--- src/design/frustum_cull_classifier_defines.svh ---
// ----------------------------------------------------------------------------
// frustum_cull_classifier_defines
// assertion macros shared by the frustum cull classifier
// ----------------------------------------------------------------------------
`ifndef FRUSTUM_CULL_CLASSIFIER_DEFINES_SVH
`define FRUSTUM_CULL_CLASSIFIER_DEFINES_SVH

// same-cycle implication, sampled on clk, off while rst is high
`define FCC_ASSERT_IMPL(label, ante, cons, msg) \
  label: assert property (@(posedge clk) disable iff (rst) (ante) |-> (cons)) \
    else $error(msg);

// next-cycle implication, sampled on clk, off while rst is high
`define FCC_ASSERT_NEXT(label, ante, cons, msg) \
  label: assert property (@(posedge clk) disable iff (rst) (ante) |=> (cons)) \
    else $error(msg);

`endif

--- src/design/fcc_pkg.sv ---
// ----------------------------------------------------------------------------
// fcc_pkg
// shared types and constants of the frustum cull classifier
// ----------------------------------------------------------------------------
`default_nettype none

package fcc_pkg;

  localparam int NUM_PLANES  = 6;
  localparam int FRAC_BITS   = 14;
  localparam int COEF_W      = 16;
  localparam int PLANE_W     = 4 * COEF_W;
  localparam int CFG_INDEX_W = 3;
  // d and the radius are scaled by 2^14, and once more by two for doubled coords
  localparam int D_SHIFT     = FRAC_BITS + 1;

  typedef enum logic [1:0] {
    OP_BOX    = 2'd0,
    OP_SPHERE = 2'd1,
    OP_POINT  = 2'd2
  } op_t;

  typedef enum logic [1:0] {
    LOC_OUTSIDE   = 2'd0,
    LOC_INTERSECT = 2'd1,
    LOC_INSIDE    = 2'd2
  } location_t;

  // d in the top bits, a in the bottom bits
  typedef struct packed {
    logic signed [COEF_W-1:0] d;
    logic signed [COEF_W-1:0] c;
    logic signed [COEF_W-1:0] b;
    logic signed [COEF_W-1:0] a;
  } plane_t;

  typedef struct packed {
    logic mul;
    logic add;
    logic cmp;
  } stage_en_t;

  typedef struct packed {
    logic outside;
    logic straddle;
  } verdict_t;

endpackage

`default_nettype wire

--- src/design/fcc_plane_regs.sv ---
// ----------------------------------------------------------------------------
// fcc_plane_regs
// the six plane coefficient registers behind the write port
// ----------------------------------------------------------------------------
`default_nettype none

module fcc_plane_regs (
  input  wire logic                                        clk,
  input  wire logic                                        rst,
  input  wire logic                                        cfg_we,
  input  wire logic [fcc_pkg::CFG_INDEX_W-1:0]             cfg_index,
  input  wire logic [fcc_pkg::PLANE_W-1:0]                 cfg_data,
  output fcc_pkg::plane_t [fcc_pkg::NUM_PLANES-1:0]        planes
);

  logic [fcc_pkg::PLANE_W-1:0] plane_q [fcc_pkg::NUM_PLANES];

  // indexes past the last plane match nothing and are dropped
  always_ff @(posedge clk) begin
    if (rst) begin
      for (int i = 0; i < fcc_pkg::NUM_PLANES; i++) begin
        plane_q[i] <= '0;
      end
    end else begin
      for (int i = 0; i < fcc_pkg::NUM_PLANES; i++) begin
        if (cfg_we && (cfg_index == fcc_pkg::CFG_INDEX_W'(i))) begin
          plane_q[i] <= cfg_data;
        end
      end
    end
  end

  always_comb begin
    for (int i = 0; i < fcc_pkg::NUM_PLANES; i++) begin
      planes[i] = fcc_pkg::plane_t'(plane_q[i]);
    end
  end

endmodule

`default_nettype wire

--- config.mk ---
export PLATFORM = sky130hd
export DESIGN_NAME = fcc_plane_regs
export DESIGN_NICKNAME = d
export VERILOG_FILES = /design/src/design/frustum_cull_classifier_defines.svh /design/src/design/fcc_pkg.sv /design/src/design/fcc_plane_regs.sv
export SDC_FILE = /design/constraint.sdc
export NUM_CORES = 1
export LEC_CHECK = 0
export BUFFER_PORTS_ARGS = -buffer_cell sky130_fd_sc_hd__buf_4
export CAP_MARGIN = 15
export CORE_UTILIZATION = 46
export DETAILED_ROUTE_END_ITERATION = 7
export GPL_TIMING_DRIVEN = 0
export PLACE_DENSITY_LB_ADDON = 0.1
export SYNTH_ARGS = -nofsm -noshare
export SYNTH_HDL_FRONTEND = slang
export SYNTH_SLANG_ARGS = --single-unit
export TNS_END_PERCENT = 10
--- constraint.sdc ---
create_clock -name clk -period 2.9 [get_ports clk]
set_input_delay 0.58 -clock clk [delete_from_list [all_inputs] [get_ports clk]]
set_output_delay 0.58 -clock clk [all_outputs]
set_load 0.005 [all_outputs]
==> flow_summary.ini <==
[cts]
cts_hold_buf = 0
htree_levels = 2
cts_resized = 0
tritoncts = yes
cts_buffers = 40
postCtsSetupBuffers = 0
path_clk_slew_ns = 0.06
cts_buffer_depth = 3
clock_sinks = 384
cts_root_buf = clkbuf_16

[critical_path]
critPathCaptureType = flop
critical_path.slowest_cell = a31o_4
critPathRequiredTime_ns = 3.10
cp-start-kind = input pin
arrival_ns = 2.34
crit_fanout = 38
startpoint = cfg_index[1]
setup.worst_path.class = input pin to flop
cp_cell_sequence = buf_4 > nor2_1 > clkbuf_1 > a31o_4 > buf_12
max_stage_delay_ns = 0.57

[finish]
fin_util_pct = 64.3
reg_top3 = plane_q (384)
regMostFlops = plane_q
final_nets = 1434
largest_register_ffs = 384
layout-drive-gt1-share_pct = 40.2
fin_area_um2 = 19800
nFillCells = 2310
antenna_cells = 0
areaGrowthSynthToFinish_pct = 36.3

[global_route]
grt_pass1_vias = 9680
grt_pass1_wl_um = 65200
overflow = 0
antenna_found_initial = 0
grt_max_degree = 65
grt_util_all_layers_pct = 27.3

[placed_design]
io_buffers = 452
dpl.hpwl_um = 30900
placed_cell_area_um2 = 18600
gp_congestion = 0.801

[timing]
period_minus_slack_ns = 2.14
final.period_utilization_pct = 73.8
whs_ns = 0.404
max_freq_ghz = 0.467
slew-limit-headroom_pct = 33.8
rsz0062_at_grt = false
setup_violations = 0
max_slew.worst_pin.slew_ns = 0.993
drv_slew = 0
finalHoldViolations = 0

[routing]
wl_per_cell_um = 24.9
routed_wl_um = 44500
post_drt_via_cell_ratio = 5.46
drt_iter0_markers = 992
num_vias = 9768
drt_first_pass_iters = 8
drcViolationCount = 35
antenna_left = 0

[synth]
mappedNetlistArea_um2 = 14500
ys_types = 15
synthCells = 866
syn-num-nets = 936
synth_area_leaders = edfxtp_1 (79%), and3_1 (17%), buf_6 (1.2%)
synth_top_cell_by_area = edfxtp_1
yosys.area.top_type_share_pct = 79.3
seq_area_frac_synth_pct = 79.3
avgSynthCellArea_um2 = 16.8
yosys_warnings = 0
synth-seq-cells = 384

[pwr]
p_sw_share_pct = 22.3
internal_power_mw = 9.92
irDropWorstVdd_mv = 0.674
p_leak_nw = 9.19
combPwrFrac_pct = 9.7
switchingPower_mw = 2.85
power_frac_clock_pct = 38.6
powerDensity_nw_per_um2 = 644
p_seq_share_pct = 51.7

[floorplanning]
pin_count = 454
die_area_um2 = 32300
die-width_um = 180
std_cell_rows = 64
core_region_area_um2 = 30800
initial_core_util_pct = 47.2
die_y_um = 180

[status]
outcome = finished, violations left
violations = design-rule violations

[hold_path]
hold_path.class = input pin to flop
min-delay-start = cfg_data[63]

[job]
cap_violations = 0
-- metrics by stage --
stage	std cells	worst slack (ns)	total power, mW	TNS, ns
floorplan	866	0.100	6.99	0
global placement	1714	-1.39	7.93	-356.35
detailed placement	1718	0.133	7.96	0
CTS	1789	0.672	12.8	0
global route	1789	0.604	13.1	0
finish	1789	0.760	12.8	0
-- cell families after synthesis --
group / synth area share (%)
AO/OA/AOI/OAI: 0.327
buffers and inverters: 3.44
flip-flops: 79.3
AND/OR/NAND/NOR: 16.9
-- synth_stat cells, drive strengths merged --
cell / count
and2b: 1
clkbuf: 53
nor2b: 2
a31o: 2
edfxtp: 384
and3b: 1
buf: 32
nor3b: 1
and2: 1
and3: 384
a21o: 4
nor2: 1
-- power groups by stage --
stage               Combinational, mW  Clock (mW)  Sequential, mW
global placement                 1.20           0            6.73
detailed placement               1.24           0            6.72
CTS                              1.24        4.98            6.61
finish                           1.23        4.93            6.60
global route                     1.30        5.19            6.63
floorplan                       0.245           0            6.75
-- final timing paths --
| check | endpoint | cells past startpoint |
|---|---|---|
| hold / removal | plane_q[5][63] | 2 |
| setup / recovery | plane_q[4][9] | 5 |
-- critical path, delay by kind of cell --
family	cells	cell delay, ns
AO/OA/AOI/OAI	1	0.57
buffers and inverters	3	0.93
AND/OR/NAND/NOR	1	0.24
-- layout make-up --
| cell class | count | area (um2) | area share, % |
|---|---|---|---|
| clock buffer | 50 | 1060 | 5.35 |
| tap | 396 | 495 | 2.50 |
| clock inverter | 21 | 186 | 0.941 |
| sequential | 384 | 11500 | 58.2 |
| multi-input combinational | 397 | 2550 | 12.9 |
| buffer | 85 | 500 | 2.53 |
| timing repair buffer | 456 | 3490 | 17.6 |
-- cell usage in the layout (no fill, tap or decap), types with 3 or more instances in the layout --
cell	n
buf_4	465
and3_1	384
edfxtp_1	384
clkinv_2	4
buf_2	4
clkbuf_2	12
clkinv_1	9
bufinv_16	3
clkbuf_1	50
clkbuf_16	41
a21o_4	4
buf_6	15
-- routing by layer --
layer	global-route usage, %	share of wire, %	vias up
met5	0	0	-
met4	6.28	2.0	0
met3	7.84	9.8	57
met2	46.5	50	498
met1	34.7	38	4863
li1	-	-	4350
Note: power is estimated with default switching activity, not from simulation.
