## src/design/frustum_cull_classifier_defines.svh

```systemverilog
// ----------------------------------------------------------------------------
// frustum_cull_classifier_defines
// assertion macros shared by the frustum cull classifier
// ----------------------------------------------------------------------------
`ifndef FRUSTUM_CULL_CLASSIFIER_DEFINES_SVH
`define FRUSTUM_CULL_CLASSIFIER_DEFINES_SVH

// same-cycle implication, sampled on clk, off while rst is high
`define FCC_ASSERT_IMPL(label, ante, cons, msg) \
  label: assert property (@(posedge clk) disable iff (rst) (ante) |-> (cons)) \
    else $error(msg);

// next-cycle implication, sampled on clk, off while rst is high
`define FCC_ASSERT_NEXT(label, ante, cons, msg) \
  label: assert property (@(posedge clk) disable iff (rst) (ante) |=> (cons)) \
    else $error(msg);

`endif

```

## src/design/fcc_pkg.sv

```systemverilog
// ----------------------------------------------------------------------------
// fcc_pkg
// shared types and constants of the frustum cull classifier
// ----------------------------------------------------------------------------
`default_nettype none

package fcc_pkg;

  localparam int NUM_PLANES  = 6;
  localparam int FRAC_BITS   = 14;
  localparam int COEF_W      = 16;
  localparam int PLANE_W     = 4 * COEF_W;
  localparam int CFG_INDEX_W = 3;
  // d and the radius are scaled by 2^14, and once more by two for doubled coords
  localparam int D_SHIFT     = FRAC_BITS + 1;

  typedef enum logic [1:0] {
    OP_BOX    = 2'd0,
    OP_SPHERE = 2'd1,
    OP_POINT  = 2'd2
  } op_t;

  typedef enum logic [1:0] {
    LOC_OUTSIDE   = 2'd0,
    LOC_INTERSECT = 2'd1,
    LOC_INSIDE    = 2'd2
  } location_t;

  // d in the top bits, a in the bottom bits
  typedef struct packed {
    logic signed [COEF_W-1:0] d;
    logic signed [COEF_W-1:0] c;
    logic signed [COEF_W-1:0] b;
    logic signed [COEF_W-1:0] a;
  } plane_t;

  typedef struct packed {
    logic mul;
    logic add;
    logic cmp;
  } stage_en_t;

  typedef struct packed {
    logic outside;
    logic straddle;
  } verdict_t;

endpackage

`default_nettype wire

```

## src/design/fcc_prep.sv

```systemverilog
// ----------------------------------------------------------------------------
// fcc_prep
// input stage: doubled center, doubled half extent and scaled radius
// ----------------------------------------------------------------------------
`default_nettype none

module fcc_prep #(
  parameter int CW = 16
) (
  input  wire logic                               clk,
  input  wire logic                               en,
  input  wire logic [1:0]                         operation,
  input  wire logic signed [CW-1:0]               first_x,
  input  wire logic signed [CW-1:0]               first_y,
  input  wire logic signed [CW-1:0]               first_z,
  input  wire logic signed [CW-1:0]               second_x,
  input  wire logic signed [CW-1:0]               second_y,
  input  wire logic signed [CW-1:0]               second_z,
  input  wire logic [CW-2:0]                      radius,
  output logic signed [CW:0]                      cx,
  output logic signed [CW:0]                      cy,
  output logic signed [CW:0]                      cz,
  output logic signed [CW:0]                      hx,
  output logic signed [CW:0]                      hy,
  output logic signed [CW:0]                      hz,
  output logic [CW-2+fcc_pkg::D_SHIFT:0]          rad_term,
  output logic                                    sph
);

  localparam int RW = CW - 1 + fcc_pkg::D_SHIFT;

  logic signed [CW:0] cx_next, cy_next, cz_next;
  logic signed [CW:0] hx_next, hy_next, hz_next;
  logic [RW-1:0]      rad_term_next;
  logic               sph_next;

  // sphere and point work on 2*center so all kinds share the box scaling
  always_comb begin
    cx_next       = {first_x, 1'b0};
    cy_next       = {first_y, 1'b0};
    cz_next       = {first_z, 1'b0};
    hx_next       = '0;
    hy_next       = '0;
    hz_next       = '0;
    rad_term_next = '0;
    sph_next      = 1'b0;
    case (fcc_pkg::op_t'(operation))
      fcc_pkg::OP_BOX: begin
        cx_next = (CW+1)'(first_x) + (CW+1)'(second_x);
        cy_next = (CW+1)'(first_y) + (CW+1)'(second_y);
        cz_next = (CW+1)'(first_z) + (CW+1)'(second_z);
        hx_next = (CW+1)'(second_x) - (CW+1)'(first_x);
        hy_next = (CW+1)'(second_y) - (CW+1)'(first_y);
        hz_next = (CW+1)'(second_z) - (CW+1)'(first_z);
      end
      fcc_pkg::OP_SPHERE: begin
        rad_term_next = {radius, {fcc_pkg::D_SHIFT{1'b0}}};
        sph_next      = 1'b1;
      end
      default: begin
        // point, and the unused code that also has bit 1 set
        sph_next = 1'b0;
      end
    endcase
  end

  always_ff @(posedge clk) begin
    if (en) begin
      cx       <= cx_next;
      cy       <= cy_next;
      cz       <= cz_next;
      hx       <= hx_next;
      hy       <= hy_next;
      hz       <= hz_next;
      rad_term <= rad_term_next;
      sph      <= sph_next;
    end
  end

endmodule

`default_nettype wire

```

## config.mk

```make
export PLATFORM = sky130hd
export DESIGN_NAME = fcc_prep
export DESIGN_NICKNAME = d
export VERILOG_FILES = /design/src/design/frustum_cull_classifier_defines.svh /design/src/design/fcc_pkg.sv /design/src/design/fcc_prep.sv
export SDC_FILE = /design/constraint.sdc
export NUM_CORES = 1
export LEC_CHECK = 0
export BUFFER_PORTS_ARGS = -buffer_cell sky130_fd_sc_hd__buf_2
export CORE_MARGIN = 10
export CORE_UTILIZATION = 54
export CTS_BUF_LIST = sky130_fd_sc_hd__clkbuf_4
export CTS_CLUSTER_SIZE = 14
export DETAILED_ROUTE_END_ITERATION = 8
export PLACE_DENSITY = 0.88
export SLEW_MARGIN = 25
export SYNTH_ARGS = -nofsm -noshare
export SYNTH_HDL_FRONTEND = slang
export SYNTH_SLANG_ARGS = --single-unit
```

## constraint.sdc

```tcl
create_clock -name clk -period 4 [get_ports clk]
set_clock_uncertainty 0.15 [all_clocks]
set_input_delay 0.6 -clock clk [delete_from_list [all_inputs] [get_ports clk]]
set_output_delay 0.6 -clock clk [all_outputs]
set_load 0.05 [all_outputs]
```

==> results.md, run 1 <==
* F_max at roughly 400 MHz
* Cell Int Power at ~2.3 mW
* Post-synth top cells: 115 x edfxtp_1, 98 x nor2_1, 96 x ha_1, 91 x inv_1, 77 x nand2_1
* Kind of critical path: in2reg
* Fin util at 63.24%
* CTS HTree Levels at 4
* Ports at roughly 250
* Unique masters post-synth at 87
* Leakage at around 4.9 nW
* CP Capture Type: flop
* Post-CTS Hold Fix Bufs at 0
* Final hold vios at 0
* Tcrit/Tclk final at between 60% and 70%
* HP Class: in2reg
* Nets at around 1500
* Critical path fanouts, max at 12
* Synthesis-stage register bit count at approximately 120
* Main synth FF type: edfxtp_1
* Worst setup margin at about 1.5 ns
* Setup bufs post-CTS at 0
* Setup WS pre-CTS at roughly 0.90 ns
* Post-detailed-route wirelength per cell at around 18 um
* First drt pass iteration count at 6
* Slew @ Worst Pin at 0.7994 ns
* Post-synth EDFFs at around 120
* Routed vias/inst at 5.733
* CTS buffer count at 17
* Top cell type's share of synthesized area at a little over a third
* Clk buf depth at 2
* Total number of vias at between 8000 and 9000
* Sw Share at approximately two fifths
* Antenna Nets Post-Route at 0
* Port Buf Inserts at 232
* Hold Crit Endpoint: rad_term[28]
* Site Rows at 48
* Top-count cell post-synth: edfxtp_1
* HP Start: radius[13]
* Synth top area cells: edfxtp_1 36%, ha_1 13%, nor2_1 3.8%
* Arrival time worst endpoint at around 2.7 ns
* CORE AREA at 17360 um^2
* Cell taking the most area after synthesis: edfxtp_1
* Final Setup Violations at 0
* Ratio of cells with drive above 1 in the final layout at 23.58%
* Die footprint at 23450 um^2
* Worst Path Required at 4.18 ns
* Placed wire-length estimate at slightly above 20000 um
* Slew margin rel. at roughly 47%
* Critical Path Start Type: input pin
* Peak supply drop at 0.1887 mV
* Sequential fraction of the synthesis area at 36.07%
* Area Growth Syn to Fin at 14.65%
* Minimum clock period at ~2.5 ns
* GPL Wtd Cong at 0.9737
* First-pass GRT wire length at around 42000 um
* Combinational share of power at about two fifths
* Max-cap check violation count at 0
* GRT Residual Overflow at 0
* Clock power share at about a quarter
* Hold path depth at 2
* Pin count of the biggest net entering global routing at 61
* Post_cts resized at 0
* Synthesized cell area at between 9000 and 10000 um^2
* Fraction of registers with async set/reset at 0%
* Ys Warns at 0
* Clk pin slew, worst setup/hold paths at about 0.14 ns
* Drt total wl at roughly 27000 um
* Setup TNS at 0 ns
* Max Slew Vio Count at 0
* Starting DRT DRC Count at a little under 700
* Net Switching at between 1.5 and 2 mW
* CTS tree: done
* Mapped Cells at a little over 1000
* DRC Markers at 0
* Flop pwr share at 37.8%
* Width of the die at approximately 150 um
* Global Route Usage Sum at roughly 22%
* Design Power at about 3.9 mW
* Pwr dens at around 360 nW/um^2
* Initial antenna violation count at 1
* Avg Inst Size Synth at 9.214 um^2
* RSZ-0062 raised after global routing: no
* Die Y at roughly 150 um
* Number of global-route vias before repair at 8315
* Clock sink count at around 120
* Run status: complete, no violations
* Post-Layout Cell Count at between 1000 and 1500
* Clk root buf: clkbuf_4
* Initial cell density of the core at a little under three fifths
* Placed instance count at ~1400
## flip-flops by register name, summed over array words and instances, names as in the netlist
signal    flops
cx           16
cy           16
cz           16
hx           17
hy           17
hz           17
rad_term     15
sph           1
## layout make-up
| class | instances | area (um^2) |
|---|---|---|
| Antenna cell | 1 | 2.502 |
| Clock buffer | 18 | 135.1 |
| Clock inverter | 14 | 161.4 |
| Fill cell | 1465 | 6381 |
| Inverter | 92 | 345.3 |
| Multi-Input combinational cell | 776 | 5390 |
| Sequential cell | 115 | 3453 |
| Tap cell | 225 | 281.5 |
| Timing Repair Buffer | 236 | 1206 |
## worst max-delay path, stage by stage
cell	delay [ns]
buf_2	0.10
inv_1	0.04
ha_1	0.46
a21o_1	0.26
a31oi_1	0.24
a2bb2oi_1	0.25
o311ai_2	0.17
o31ai_1	0.24
mux2_2	0.37
## layer usage
layer	wire [um]	GRT usage, %	part of all wire (%)
met1	11110	26.95	42
met2	12350	35.29	46
met3	2492	6.622	9.4
met4	640	7.402	2.4
met5	0	0	0
## power groups by stage
stage          clock, mW  sequential [mW]  combinational, mW
2_1_floorplan          0             1.92              0.754
3_3_place_gp           0             1.52               1.49
3_5_place_dp           0             1.52               1.51
4_1_cts            0.955             1.49               1.51
5_1_grt             1.01             1.50               1.64
6_report           0.932             1.49               1.52
## placed cells by master (no fill, tap or decap), types with 14 or more instances in the layout
master,synthesis,routed
buf_2,12,231
nor3_1,30,30
conb_1,1,15
a21o_1,16,16
ha_1,96,96
xnor2_1,39,39
edfxtp_1,115,115
nand2_1,77,77
a21oi_1,60,60
nor2b_1,18,18
clkbuf_4,0,18
nor2_1,98,97
nand2b_1,14,14
inv_1,91,91
and2_1,18,18
o21ai_0,58,58
nand3_1,17,17
## cells by family after synthesis
family / Yosys count / share of synthesized area [%]
AOI/OAI and AO/OA: 270 / 19.53
buffers and inverters: 162 / 8.273
adders and majority gates: 102 / 13.80
and+or+nand+nor: 338 / 17.53
DFF: 115 / 36.07
xor gates and xnor gates: 46 / 4.209
muxes: 5 / 0.5489
other: 1 / 0.03917
## how the worst max path moves through the flow
| stage | startpoint | end | slack (ns) | depth (start not counted) |
|---|---|---|---|---|
| finish | first_x[6] | hx[13] | 1.45 | 9 |
| global route | first_y[9] | cy[16] | 1.37 | 9 |
| detailed placement | first_x[6] | hx[13] | 0.90 | 9 |
| global placement | first_y[0] | cy[16] | 0.97 | 9 |
| floorplan | second_x[0] | hx[16] | 1.35 | 9 |
| CTS | first_x[6] | hx[13] | 1.53 | 9 |
## through the flow
step	hold slack (ns)	area, um^2
after detailed placement	0.7306	10680
after floorplan	0.5625	9625
after global routing	0.1387	10970
after global placement	0.7254	10680
after CTS	0.1355	10970
final	0.1743	10980
Power figures use the tool's default switching activity.
==> run 2, diff against run 1 <==
clock period = 2.4 ns   (was 4 ns; I/O delays follow)
==> run 2 against run 1 <==
- critical path depth is the same
- utilization rose by 10 points
- sequential share of layout area fell by 4.4 points
- clock power grew 50%
- global-route usage is 2.7 points higher
- cell count rose by 15%
- routed wire length is 13% higher
- critical path type unchanged
- largest cell class unchanged
==> results.md, run 2 (synthesized netlist as in run 1, its figures left out) <==
* Total number of vias at 9568 (+13%)
* GPL Wtd Cong at 0.9316 (-4.3%)
* Multi-input gate area at 5470 um^2 (+1.5%)
* Width of the die at 153.1 um (unchanged)
* CTS tree: done
* Die Y at 153.1 um (unchanged)
* Global Route Usage Sum at 24.43% (+2.7 points)
* Site Rows at 48 (unchanged)
* Port Buf Inserts at 232 (unchanged)
* Design Power at 6.901 mW (+75%)
* Setup WS pre-CTS at -0.4260 ns (-1.324 ns)
* Placed wire-length estimate at 23210 um (+12%)
* CTS buffer count at 17 (unchanged)
* Critical path fanouts, max at 5 (-7)
* Initial cell density of the core at 55.15% (unchanged)
* Sequential Area at 3453 um^2 (unchanged)
* Minimum clock period at 2.356 ns
* Largest regs: hx x17, hy x17, hz x17
* Tcrit/Tclk final at a little over nine tenths
* Pwr dens at 540.2 nW/um^2 (+50%)
* Most frequent cells in the layout: 231 x buf_2, 191 x buf_4, 115 x edfxtp_1
* Fin util at 73.60% (+10 points)
* F_max at roughly 420 MHz
* Critical Path Start Type: input pin
* Setup bufs post-CTS at 0 (unchanged)
* Arrival time worst endpoint at 2.51 ns (-0.22 ns)
* Leakage at 5.954 nW (+21%)
* Worst Path Required at 2.55 ns (-1.63 ns)
* Starting DRT DRC Count at 623 (-8.2%)
* Max-cap check violation count at 0 (unchanged)
* CP Capture Type: flop
* Worst setup margin at 0.04434 ns (-1.408 ns)
* Slew @ Worst Pin at 0.7963 ns (-0.003162 ns)
* DRC Markers at 0 (unchanged)
* First-pass GRT wire length at 47680 um (+12%)
* Ratio of cells with drive above 1 in the final layout at 33.67% (+10 points)
* Fillers at 1232 (-16%)
* CORE AREA at 17360 um^2 (unchanged)
* Pin count of the biggest net entering global routing at 69 (+13%)
* Routed vias/inst at 5.625 (-1.9%)
* Slew margin rel. at 46.81% (+0.10 points)
* Number of global-route vias before repair at 9690 (+17%)
* Ports at 248 (unchanged)
* Clk root buf: clkbuf_4
* Max Slew Vio Count at 0 (unchanged)
* Antenna Nets Post-Route at 0 (unchanged)
* HP Class: in2reg
* Clock sink count at 115 (unchanged)
* Commonest non-fill, non-tap cell in the layout: buf_2
* Final hold vios at 0 (unchanged)
* Final Setup Violations at 0 (unchanged)
* Placed instance count at 1632 (+13%)
* Area Growth Syn to Fin at 33.45%
* Drt total wl at 30040 um (+13%)
* Peak supply drop at 0.3407 mV (+81%)
* CTS HTree Levels at 4 (unchanged)
* Clk pin slew, worst setup/hold paths at 0.11 ns (-0.03 ns)
* Post-detailed-route wirelength per cell at 17.66 um (-1.9%)
* First drt pass iteration count at 5 (-1)
* GRT Residual Overflow at 0 (unchanged)
* Run status: complete, no violations
* Final hold slack at 0.05971 ns (-0.1146 ns)
* Die footprint at 23450 um^2 (unchanged)
* Kind of critical path: in2reg
* Clk buf depth at 2 (unchanged)
* Nets at 1675 (+15%)
* Initial antenna violation count at 8 (+7)
* Post-Layout Cell Count at 1701 (+15%)
run 2: layout make-up:
| type | count | area share [%] |
|---|---|---|
| Sequential cell | 115 | 27.03 |
| Clock inverter | 12 | 0.9109 |
| Timing Repair Buffer | 456 | 23.09 |
| Clock buffer | 19 | 1.117 |
| Antenna cell | 6 | 0.1175 |
| Multi-Input combinational cell | 776 | 42.82 |
| Tap cell | 225 | 2.204 |
| Inverter | 92 | 2.703 |
run 2: path summary, 6_finish.rpt:
path                    start      to  cells after the start
setup / recovery  first_z[13]  hz[15]                      9
hold / removal     first_x[6]   cx[7]                      4
run 2: metrics by stage:
stage | area [um^2] | TNS (ns)
finish | 12770 | 0
global route | 12770 | -0.02727
CTS | 12710 | 0
detailed placement | 12130 | -10.12
global placement | 12130 | -7.410
floorplan | 9652 | 0
run 2: per-layer routing:
metal / GRT usage, % / routed length [um] / vias up
li1: - / - / 4564
met1: 27.32 / 11320 / 4481
met2: 42.95 / 15140 / 444
met3: 6.818 / 2606 / 75
met4: 9.582 / 941 / 4
met5: 0 / 25 / -
run 2: report_power, final:
part | leakage (nW) | switching (mW) | internal (mW) | total (mW)
Sequential | 1.11 | 0.0546 | 2.44 | 2.49
Clock | 0.143 | 0.778 | 0.619 | 1.40
Combinational | 4.70 | 1.92 | 1.10 | 3.01
run 2: worst max-delay path, cell delays in order:
cell	delay, ns
dlygate4sd3_1	0.54
buf_2	0.14
inv_1	0.05
ha_2	0.37
a21o_1	0.16
a311oi_2	0.06
nor2b_2	0.18
a311oi_2	0.29
mux2_1	0.35
run 2: what timing repair did:
action / in CTS / in global routing
endpoints found under the setup margin: 0 / 7
resized for setup: 0 / 10
hold endpoints to repair: 32 / 0
hold buffers: 32 / 0
==> run 3, diff against run 2 <==
PLACE_DENSITY = 0.81   (was 0.88)
==> run 3 against run 2 <==
- die area unchanged
- total power up 6.2%
- first-iteration DRC count up 20%
- clock-buffer cell count up 2
- worst setup slack worse by 0.016 ns
- cell count up 0.29%
- combinational power up 1%
- critical endpoint is now hy[16]
- largest power group unchanged
==> results.md, run 3 (synthesized netlist as in run 1, its figures left out) <==
* Run status: complete, no violations
* Post-detailed-route wirelength per cell at 18.25 um (+3.3%)
* Peak supply drop at 0.3664 mV (+7.5%)
* Clk buf depth at 2 (unchanged)
* Kind of critical path: in2reg
* Fillers at 1229 (-0.24%)
* Pwr dens at 566.9 nW/um^2 (+4.9%)
* Most frequent CP cell: o21ai_0
* Routed vias/inst at 5.656 (+0.55%)
* Die Y at 153.1 um (unchanged)
* Worst-path cell chain: dlygate4sd3_1, buf_2, inv_1, ha_2, buf_4, nor2_1, o21ai_0, o21ai_1, o21ai_0, a41o_1, nand2_1
* Die footprint at 23450 um^2 (unchanged)
* F_max at 421.6 MHz (-0.67%)
* Slowest stage delay, CP at 0.52 ns (-0.02 ns)
* Site Rows at 48 (unchanged)
* Critical Path Start Type: input pin
* Final hold vios at 0 (unchanged)
* Setup TNS at 0 ns (unchanged)
* Initial cell density of the core at 55.15% (unchanged)
* CTS buffer count at 17 (unchanged)
* First-pass GRT wire length at 49250 um (+3.3%)
* Total number of vias at 9649 (+0.85%)
* Slew margin rel. at 41.80% (-5.0 points)
* Antenna Nets Post-Route at 0 (unchanged)
* Placed inst area at 12170 um^2 (+0.37%)
* Fin util at 74.49% (+0.89 points)
* Design Power at 7.329 mW (+6.2%)
* Largest regs: hx x17, hy x17, hz x17
* Arrival time worst endpoint at 2.54 ns (+0.03 ns)
* Placed wire-length estimate at 23440 um (+1.0%)
* GPL Wtd Cong at 0.9073 (-2.6%)
* First drt pass iteration count at 7 (+2)
* Clk pin slew, worst setup/hold paths at 0.12 ns (about the same)
* Final Setup Violations at 0 (unchanged)
* Starting DRT DRC Count at 745 (+20%)
* Ports at 248 (unchanged)
* Initial antenna violation count at 5 (-3)
* Slew @ Worst Pin at 0.8711 ns (+0.07487 ns)
* HP Class: in2reg
* RSZ-0062 raised after global routing: yes
* Nets at 1681 (+0.36%)
* Area Growth Syn to Fin at 35.05%
* Number of global-route vias before repair at 9766 (+0.78%)
* CP Capture Type: flop
* CTS HTree Levels at 4 (unchanged)
* Leakage at 6.031 nW (+1.3%)
* Pin count of the biggest net entering global routing at 116 (+68%)
* Max Slew Vio Count at 0 (unchanged)
* Post-Layout Cell Count at 1706 (+0.29%)
* CORE AREA at 17360 um^2 (unchanged)
* Width of the die at 153.1 um (unchanged)
* Critical path fanouts, max at 5 (unchanged)
* Placed instance count at 1638 (+0.37%)
* Most frequent cells in the layout: 231 x buf_2, 198 x buf_4, 115 x edfxtp_1
* Final hold slack at 0.03102 ns (-0.02869 ns)
* Worst setup margin at 0.02834 ns (-0.01600 ns)
* Clock sink count at 115 (unchanged)
* Port Buf Inserts at 232 (unchanged)
* Minimum clock period at 2.372 ns (+0.01600 ns)
* Tcrit/Tclk final at 98.82% (+0.67 points)
* Crit-path slowest cell: dlygate4sd3_1
* Clk root buf: clkbuf_4
* Worst Path Required at 2.57 ns (+0.02 ns)
* Ratio of cells with drive above 1 in the final layout at 34.39% (+0.72 points)
* DRC Markers at 0 (unchanged)
* Setup WS pre-CTS at -0.3911 ns (+0.03487 ns)
* Post-layout instance area at 12930 um^2 (+1.2%)
* GRT Residual Overflow at 0 (unchanged)
* Max-cap check violation count at 0 (unchanged)
* CTS tree: done
* Global Route Usage Sum at 25.46% (+1.0 points)
* Commonest non-fill, non-tap cell in the layout: buf_2
* Drt total wl at 31130 um (+3.6%)
[run 3: worst paths after layout]
check	startpoint	end	slack [ns]	cells past startpoint
hold / removal	first_x[2]	cx[3]	0.03	4
setup / recovery	first_y[5]	hy[16]	0.03	11
[run 3: final cells by class]
| cell class | count | area [um^2] | share of cell area (%) |
|---|---|---|---|
| diodes | 4 | 10.01 | 0.07742 |
| clock buffers | 21 | 157.7 | 1.219 |
| clock inverters | 11 | 183.9 | 1.423 |
| inverters | 92 | 345.3 | 2.671 |
| multi-input cells | 776 | 5504 | 42.57 |
| flip-flops and latches | 115 | 3453 | 26.71 |
| well taps | 225 | 281.5 | 2.177 |
| repair buffers | 462 | 2993 | 23.15 |
[run 3: routing by layer]
metal  track usage (%)  vias to the layer above  share of wire (%)
met4             9.809                        2                3.0
met3             6.706                       89                8.4
met5                 0                        -              0.039
met2             44.35                      459                 50
met1             29.11                     4524                 39
li1                  -                     4575                  -
[run 3: timing repair]
item / in CTS / in global routing
hold buffers: 31 / 0
setup buffers: 0 / 1
setup endpoints to repair: 0 / 11
gates resized for setup: 0 / 18
endpoints found under the hold margin: 31 / 0
[run 3: power by group]
part | leakage (nW) | switching, mW | total [mW] | internal (mW)
Combinational | 4.74 | 1.94 | 3.05 | 1.11
Clock | 0.183 | 0.819 | 1.79 | 0.969
Sequential | 1.11 | 0.0524 | 2.49 | 2.44
[run 3: worst max-delay path, delay by kind of cell]
| kind | cells | cell delay, ns |
|---|---|---|
| AOI/OAI and AO/OA | 4 | 0.88 |
| adders and majority gates | 1 | 0.37 |
| buffers and inverters | 4 | 0.82 |
| and+or+nand+nor | 2 | 0.10 |
